===== src/design/page_bitmap_refcount_allocator_top_assert.svh =====
// Assertion macros for the page allocator
`ifndef PAGE_BITMAP_REFCOUNT_ALLOCATOR_TOP_ASSERT_SVH
`define PAGE_BITMAP_REFCOUNT_ALLOCATOR_TOP_ASSERT_SVH
`ifndef SYNTHESIS
`define PBA_ASSERT_IMPL(lbl, a, b) \
    lbl: assert property (@(posedge clk) disable iff (!rst_n) (a) |-> (b)) \
        else $error("pba assertion failed");
`define PBA_ASSERT_NEXT(lbl, a, b) \
    lbl: assert property (@(posedge clk) disable iff (!rst_n) (a) |=> (b)) \
        else $error("pba assertion failed");
`else
`define PBA_ASSERT_IMPL(lbl, a, b)
`define PBA_ASSERT_NEXT(lbl, a, b)
`endif
`endif


===== src/design/pba_pkg.sv =====
package pba_pkg;
    localparam int MaxPages   = 4096;
    localparam int PageShift  = 12;
    localparam int WordBits   = 64;
    localparam int CountWidth = 16;
    localparam int NumWords   = MaxPages / WordBits;
    localparam int PageW      = $clog2(MaxPages);
    localparam int WordW      = $clog2(NumWords);
    localparam int BitW       = $clog2(WordBits);

    typedef enum logic [2:0] {
        REQ_ALLOC_ONE = 3'd0,
        REQ_ALLOC_RUN = 3'd1,
        REQ_ADD_REFS  = 3'd2,
        REQ_DROP_REFS = 3'd3,
        REQ_READ      = 3'd4,
        REQ_RESERVE   = 3'd5
    } req_t;

    typedef enum logic [2:0] {
        ST_OK        = 3'd0,
        ST_NO_SPACE  = 3'd1,
        ST_RANGE     = 3'd2,
        ST_ZERO_LEN  = 3'd3,
        ST_SATURATED = 3'd4
    } status_t;

    localparam logic [CountWidth-1:0] CountMax = '1;
endpackage


===== src/design/pba_bitmap_ram.sv =====
// Used bitmap: one word per row, registered read, valid bit per row
module pba_bitmap_ram (
    input  logic                                  clk,
    input  logic                                  rst_n,
    input  logic [pba_pkg::WordW-1:0]             raddr,
    output logic [pba_pkg::WordBits-1:0]          rdata,
    input  logic                                  we,
    input  logic [pba_pkg::WordW-1:0]             waddr,
    input  logic [pba_pkg::WordBits-1:0]          wdata
);
    logic [pba_pkg::WordBits-1:0] mem [pba_pkg::NumWords];
    logic [pba_pkg::NumWords-1:0] valid_reg;
    logic [pba_pkg::WordBits-1:0] data_reg;
    logic                         hit_reg;

    // write a row, registered read
    always_ff @(posedge clk)
    begin
        if (we)
        begin
            mem[waddr] <= wdata;
        end
        data_reg <= mem[raddr];
    end

    // track written rows so unwritten rows read as free
    always_ff @(posedge clk or negedge rst_n)
    begin
        if (!rst_n)
        begin
            valid_reg <= '0;
            hit_reg   <= 1'b0;
        end
        else
        begin
            if (we)
            begin
                valid_reg[waddr] <= 1'b1;
            end
            hit_reg <= valid_reg[raddr];
        end
    end

    assign rdata = hit_reg ? data_reg : '0;
endmodule


===== config.mk =====
export PLATFORM = sky130hd
export DESIGN_NAME = pba_bitmap_ram
export DESIGN_NICKNAME = d
export VERILOG_FILES = /design/src/design/page_bitmap_refcount_allocator_top_assert.svh /design/src/design/pba_pkg.sv /design/src/design/pba_bitmap_ram.sv
export SDC_FILE = /design/constraint.sdc
export NUM_CORES = 2
export LEC_CHECK = 0
export BUFFER_PORTS_ARGS = -buffer_cell sky130_fd_sc_hd__buf_2
export CORE_AREA = 2 2 567 710
export CTS_BUF_LIST = sky130_fd_sc_hd__clkbuf_8
export CTS_CLUSTER_SIZE = 24
export DETAILED_ROUTE_END_ITERATION = 8
export DIE_AREA = 0 0 569 712
export HOLD_SLACK_MARGIN = 0.02
export RECOVER_POWER = 25
export SYNTH_ARGS = -nofsm -noshare
export SYNTH_HDL_FRONTEND = slang
export SYNTH_SLANG_ARGS = --single-unit

===== constraint.sdc =====
create_clock -name clk -period 2.3 [get_ports clk]
set_input_delay 0.23 -clock clk [delete_from_list [all_inputs] [get_ports clk]]
set_output_delay 0.23 -clock clk [all_outputs]
set_load 0.005 [all_outputs]

== After elaboration in Yosys (flattened, before gate mapping) ==
Memories as Yosys holds them, arrays and structs flattened. A register that Yosys moved wholly into a read port is not among the register bits.
Index checks and enable logic that the tools add are counted.

* Order comparisons: 3
* Muxes and demuxes: 7
* Bitwise operators: 1
* Reduce and logical (&&, ||, !) cells: 1

{| class="wikitable"
|+ Operators by type and width
! kind !! number
|-
| $mux W64 || 1
|-
| $or A64 B64 Y64 || 1
|-
| $lt A6 B7 Y1 const B || 2
|-
| $bmux W1 S6 || 1
|-
| $demux W1 S6 || 1
|-
| $ge A6 B1 Y1 const B || 1
|-
| $mux W1 || 4
|-
| $logic_and A1 B1 Y1 || 1
|}

* Bits in registers: 65
* Bits in writable memories: 4,096
* Output and inout port bits: 64
* Word-level logic and storage cells: 15
* Memories kept: 1

{| class="wikitable"
|+ Memories
! name !! depth !! bits a word !! rd ports !! clocked after memory_dff !! wr ports !! line !! RTL
|-
| mem || 64 || 64 || 1 || 1 || 1 || pba_bitmap_ram.sv:11 || <nowiki>logic [pba_pkg::WordBits-1:0] mem [pba_pkg::NumWords];</nowiki>
|}

== Longest topological paths before layout ==
* Word-level depth: 5
* Gate-level depth with buffers: 9
* Gate-level depth less buffers: 5

== Worst setup path before layout ==
Ideal clock, no wire load.

* Path type: input port to flip-flop
* From: input port waddr[3] in the netlist's numbering
* To: register valid_reg[48] in the netlist's numbering
* Setup time: 0.092 ns
* Arrival time: 5.766 ns
* Setup slack: -3.558 ns
* Cell stages on the path: 5
* Path buffers: 1
* Cell sequence: clkbuf_1 > nand4b_1 > or2_2 > nor3_1 > or2_2

* Cells in the longest elaborated chain, start to end: 5

{| class="wikitable"
|+ Ends and longest elaborated chain
! what !! line !! RTL
|-
| start, declared || pba_bitmap_ram.sv:8 || <nowiki>input logic [pba_pkg::WordW-1:0] waddr,</nowiki>
|-
| $lt A6 B7 Y1 (implied by the code) / $ge A6 B1 Y1 (equally long branches) || pba_bitmap_ram.sv:38 || <nowiki>valid_reg[waddr] <= 1'b1;</nowiki>
|-
| $logic_and A1 B1 Y1 (implied by the code) || pba_bitmap_ram.sv:38 ||
|-
| $mux W1 (implied by the code) || pba_bitmap_ram.sv:38 ||
|-
| $demux W1 S6 * || pba_bitmap_ram.sv:38 ||
|-
| $or A64 B64 Y64 (no line) * || -- ||
|-
| end signal, assigned || pba_bitmap_ram.sv:31 || <nowiki>valid_reg <= '0;</nowiki>
|-
| end signal, assigned by index || pba_bitmap_ram.sv:38 ||
|-
| end, declared || pba_bitmap_ram.sv:12 || <nowiki>logic [pba_pkg::NumWords-1:0] valid_reg;</nowiki>
|}

Mark *: on every way between the ends. The rest lies on a longest branch, timed or not.
A chain may end at the register's enable or synchronous reset.

== Final worst setup path ==
* From: register hit_reg
* To: output port rdata[22] in the netlist's numbering

* Cells in the longest elaborated chain, start to end: 1

{| class="wikitable"
|+ Ends and longest elaborated chain
! what !! line !! RTL
|-
| start, declared || pba_bitmap_ram.sv:14 || <nowiki>logic hit_reg;</nowiki>
|-
| start signal, assigned || pba_bitmap_ram.sv:40 || <nowiki>hit_reg <= valid_reg[raddr];</nowiki>
|-
| $mux W64 || pba_bitmap_ram.sv:44 || <nowiki>assign rdata = hit_reg ? data_reg : '0;</nowiki>
|-
| end, declared || pba_bitmap_ram.sv:6 || <nowiki>output logic [pba_pkg::WordBits-1:0] rdata,</nowiki>
|}

Every way passes these cells.

==> impl_results.md <==
- Number of global-route vias before repair: 83472
- Cell family with the largest share of critical-path delay: flip-flops
- Flip-flop count of the largest register after layout: 4096
- Unique cell type count in the Yosys netlist: 32
- Largest stage delay on the critical path: 510 ps
- Number of ports placed on the die boundary: 143
- IR Drop Worst-Case VDD: 0.466 mV
- Post-Synth XOR/XNOR Area: 0
- TritonCTS clock tree: built
- Area share of fa/ha/maj cells after synthesis: 0
- Critical path class: flop to output pin
- Total power after layout: 153 mW
- Slew at the pin with the worst max-slew slack: 2510 ps
- Global routing met1 resource utilization: 0.301
- Pint: 118 mW
- Half-perimeter wire length of the detailed placement result: 292 mm
- Number of placed cells counting well taps: 12637
- Worst slew margin relative to its limit: -0.670
- Critical-path cell with the highest stage delay: sky130_fd_sc_hd__dfrtp_4
- Finished Layout Cells: 13879
- Logic pwr share: 0.060
- TritonCTS Sinks: 4225
- Violated checks: capacitance limit, slew limit, setup timing
- Hold-critical path depth: 6
- Share of total power consumed by net switching: 0.227
- Cell count of the worst reg-to-reg path: 7
- Net count of the mapped netlist: 6828
- Mean area per synthesized cell: 23.5 um2
- Die H: 712 um
- Highest Clock Rate: 394 MHz
- Clock Power Share: 0.379
- Clock Path Buffers: 4
- Highest fanout seen on the critical path: 6
- Critical path depth in cells: 4
- Net switching power of the design: 34.9 mW
- Aggregate global routing overflow: 0
- Setup WS post-layout: -235 ps
- CP arrival: 2310 ps
- Register area share after synthesis: 0.794
- Basic-gate share of the synthesized area counting and, or, nand and nor cells: 0.0144
- CP Launch Type: flop
- Final number of hold-violating endpoints: 0
- Leading cell types by total area after synthesis: sky130_fd_sc_hd__edfxtp_1 78%, sky130_fd_sc_hd__mux4_2 15%, sky130_fd_sc_hd__a22oi_1 1.2%, sky130_fd_sc_hd__dfrtp_1 1.0%, sky130_fd_sc_hd__dfxtp_1 0.81%
- Clock transition at path regs: 70 ps
- Largest area contributor in the netlist: sky130_fd_sc_hd__edfxtp_1
- Max-slew violations: 498
- DR DRC count: 0
- Final setup skew: 96.0 ps
- Type of the tightest min-delay check: input pin to flop
- Run status: complete, but fails checks
- Number of synthesized register bits: 4225
- Total number of nets in the final design: 8195
- Fill cells: 32131
- Final Core Density: 0.474
- Number of instances in the synthesized netlist: 6749
- Layout Area Growth over Synthesis: 19.4%
- Worst-Skew Late Latency: 1140 ps
- Total standard cell area after synthesis: 159000 um2
- Minimum hold slack: 127 ps
- Number of buffers added by the clock tree synthesis step: 633
- Buffers and inverters on the worst path: 3
- Leakage component of the power: 61.0 nW
- Final setup violation count: 64
- Fraction of post-synthesis cell area in the top cell type by area: 0.775
- Number of antenna violations at the first check in global routing: 38
- Vias per cell: 5.84
- Met3 usage in global routing: 0.0368
- Overall fraction of global-route tracks in use: 0.233
- Antenna-violating nets left: 0
- H-tree level count: 6
- Cell chain of the critical path: buf_12 > buf_16 > and2_4 > buf_6
- Required time at the worst-slack endpoint: 2070 ps
- Pin count of the biggest net entering global routing: 65
- Root Buffer: sky130_fd_sc_hd__clkbuf_8
- Avg WL per Cell: 34.5 um
- Power per standard cell area: 810 nW/um2
- Kind of capture point of the worst setup path: output pin
- Die outline area: 405000 um2
- Met2 Track Usage GR: 0.402
- RSZ-0062 raised after global routing: true
- Total of warnings raised by yosys: 0
- DRT Wirelength: 478 mm
- Cell row count: 260
- Violation count after the first detailed-route iteration: 10336
- Time the final worst path needs with I/O delays and setup: 2540 ps
- Main combinational cell family by area after synthesis: multiplexers
- DR vias: 81099
- Share of cells above drive strength 1: 0.355
- Layer carrying the most global-route usage: met2
- Sequential cell fraction of total power: 0.560
- Final GP Congestion: 0.822
- Number of iterations in the first detailed-routing pass: 5
- Die span in x: 569 um
- Global-route wire length before repair: 658 mm
- Complex-gate fraction of the synthesized area: 0.0265
- Fraction of synthesized area in multiplexers: 0.153
- Number of buffers inserted by port buffering: 142
- Starting utilization of the core area: 0.397
- Max Cap Viol: 11
- Final period utilization: 1.10
- Core Box Area: 399000 um2
==> cells by family (layout without fill, tap and decap cells) <==
group           count (synthesis)  after routing
buf+inv                       392           2267
compound gates                585            585
mux                          1128           1128
simple gates                  419            419
flops                        4225           4225
other cells                     0             15
==> power by group through the flow <==
stage | Clock [mW] | Combinational [mW] | Sequential, mW
after floorplan | 0 | 4.38 | 87.1
after global placement | 0 | 8.57 | 87.6
after detailed placement | 0 | 8.73 | 87.6
after CTS | 59.1 | 9.37 | 85.9
after global routing | 62.1 | 9.74 | 86.0
final | 58.1 | 9.26 | 85.9
==> final timing paths <==
check | start | end | slack (ps)
min in group asynchronous | rst_n | hit_reg | 790
worst min-delay path | raddr[5] | data_reg[14] | 130
worst max register to register | mem[39][39] | data_reg[39] | 260
max in group asynchronous | rst_n | valid_reg[9] | 510
worst min register to register | valid_reg[34] | valid_reg[34] | 460
worst max-delay path | hit_reg | rdata[22] | -240
==> Yosys cell counts <==
| master | number |
|---|---|
| sky130_fd_sc_hd__and3_1 | 41 |
| sky130_fd_sc_hd__nand2_1 | 12 |
| sky130_fd_sc_hd__nand4_1 | 1 |
| sky130_fd_sc_hd__or3_1 | 3 |
| sky130_fd_sc_hd__nand3_1 | 111 |
| sky130_fd_sc_hd__or2_2 | 67 |
| sky130_fd_sc_hd__or3b_2 | 2 |
| sky130_fd_sc_hd__a31oi_1 | 24 |
| sky130_fd_sc_hd__and2_1 | 67 |
| sky130_fd_sc_hd__buf_2 | 90 |
| sky130_fd_sc_hd__edfxtp_1 | 4096 |
| sky130_fd_sc_hd__a211o_1 | 16 |
| sky130_fd_sc_hd__nor2b_1 | 32 |
| sky130_fd_sc_hd__mux2i_1 | 88 |
| sky130_fd_sc_hd__nand2b_1 | 9 |
| sky130_fd_sc_hd__buf_6 | 22 |
| sky130_fd_sc_hd__dfrtp_1 | 65 |
| sky130_fd_sc_hd__buf_4 | 51 |
| sky130_fd_sc_hd__buf_1 | 33 |
| sky130_fd_sc_hd__nand4b_1 | 1 |
| sky130_fd_sc_hd__nand3b_1 | 3 |
| sky130_fd_sc_hd__clkbuf_1 | 195 |
| sky130_fd_sc_hd__nor2_1 | 68 |
| sky130_fd_sc_hd__inv_1 | 1 |
| sky130_fd_sc_hd__o21ai_0 | 40 |
| sky130_fd_sc_hd__o221ai_1 | 66 |
| sky130_fd_sc_hd__mux4_2 | 1040 |
| sky130_fd_sc_hd__o22ai_1 | 130 |
| sky130_fd_sc_hd__dfxtp_1 | 64 |
| sky130_fd_sc_hd__nor3_1 | 2 |
| sky130_fd_sc_hd__a211oi_1 | 49 |
| sky130_fd_sc_hd__a22oi_1 | 260 |
==> final cells by class <==
cell class	instances	area (um2)	area share
antenna	15	37.5	0.000198
clock buffer	678	9330	0.0493
tap	5240	6560	0.0346
multi-input combinational	2132	31600	0.167
sequential	4225	126000	0.665
inverter	1	3.75	0.0000198
clock inverter	465	2460	0.0130
timing repair buffer	1123	13500	0.0710
==> stage by stage <==
step	instance area [um2]	TNS [ps]	worst slack, ps
2_1_floorplan	159000	-666580	-589
5_1_grt	189000	-15090	-267
3_3_place_gp	176000	-12450	-580
3_5_place_dp	176000	-12790	-557
4_1_cts	190000	-17370	-305
6_report	189000	-12400	-235
==> worst reg2reg max path, cell delays in order, from the launching register on <==
cell	delay, ps
sky130_fd_sc_hd__edfxtp_1	370
sky130_fd_sc_hd__mux4_2	490
sky130_fd_sc_hd__o22ai_1	310
sky130_fd_sc_hd__a211oi_1	110
sky130_fd_sc_hd__buf_4	160
sky130_fd_sc_hd__o21ai_0	230
sky130_fd_sc_hd__a31oi_1	90
sky130_fd_sc_hd__buf_4	160
==> metal layers <==
metal	vias up	wire, um
met2	4118	245000
met3	850	37800
met1	44129	179000
met5	-	57
li1	31992	-
met4	10	16500
==> cells in the final DEF, fill, tap and decap left out, types with 5 or more instances in the layout <==
master / netlist / routed
sky130_fd_sc_hd__edfxtp_1: 4096 / 4096
sky130_fd_sc_hd__mux4_2: 1040 / 1040
sky130_fd_sc_hd__clkbuf_8: 0 / 678
sky130_fd_sc_hd__buf_4: 51 / 473
sky130_fd_sc_hd__buf_12: 0 / 382
sky130_fd_sc_hd__a22oi_1: 260 / 260
sky130_fd_sc_hd__inv_1: 1 / 200
sky130_fd_sc_hd__clkinv_1: 0 / 145
sky130_fd_sc_hd__o22ai_1: 130 / 130
sky130_fd_sc_hd__nand3_1: 111 / 107
sky130_fd_sc_hd__mux2i_1: 88 / 88
sky130_fd_sc_hd__dlygate4sd3_1: 0 / 76
sky130_fd_sc_hd__or2_2: 67 / 66
sky130_fd_sc_hd__o221ai_1: 66 / 66
sky130_fd_sc_hd__and2_4: 0 / 66
sky130_fd_sc_hd__clkinv_2: 0 / 66
sky130_fd_sc_hd__nor2_4: 0 / 64
sky130_fd_sc_hd__dfxtp_1: 64 / 64
sky130_fd_sc_hd__buf_6: 22 / 64
sky130_fd_sc_hd__dfrtp_1: 65 / 64
sky130_fd_sc_hd__clkbuf_1: 195 / 50
sky130_fd_sc_hd__buf_2: 90 / 50
sky130_fd_sc_hd__a211oi_1: 49 / 49
sky130_fd_sc_hd__and3_1: 41 / 41
sky130_fd_sc_hd__o21ai_0: 40 / 40
sky130_fd_sc_hd__nor2b_1: 32 / 25
sky130_fd_sc_hd__a31oi_1: 24 / 24
sky130_fd_sc_hd__clkbuf_2: 0 / 17
sky130_fd_sc_hd__a211o_1: 16 / 16
sky130_fd_sc_hd__diode_2: 0 / 15
sky130_fd_sc_hd__clkinvlp_4: 0 / 14
sky130_fd_sc_hd__bufinv_16: 0 / 14
sky130_fd_sc_hd__inv_6: 0 / 12
sky130_fd_sc_hd__buf_16: 0 / 7
sky130_fd_sc_hd__nand2_1: 12 / 6
sky130_fd_sc_hd__nand2b_1: 9 / 5
sky130_fd_sc_hd__inv_8: 0 / 5
sky130_fd_sc_hd__clkinv_8: 0 / 5
==> repair_timing <==
action | 4_1_cts | 5_1_grt
hold endpoints to repair | 4806 | 0
setup endpoints to repair | 64 | 64
buffers inserted | 4 | 0
gates resized for setup | 140 | 7
cloned | 4 | 0
hold buffers | 77 | 0
No activity file was read; power rests on OpenSTA's default activity.
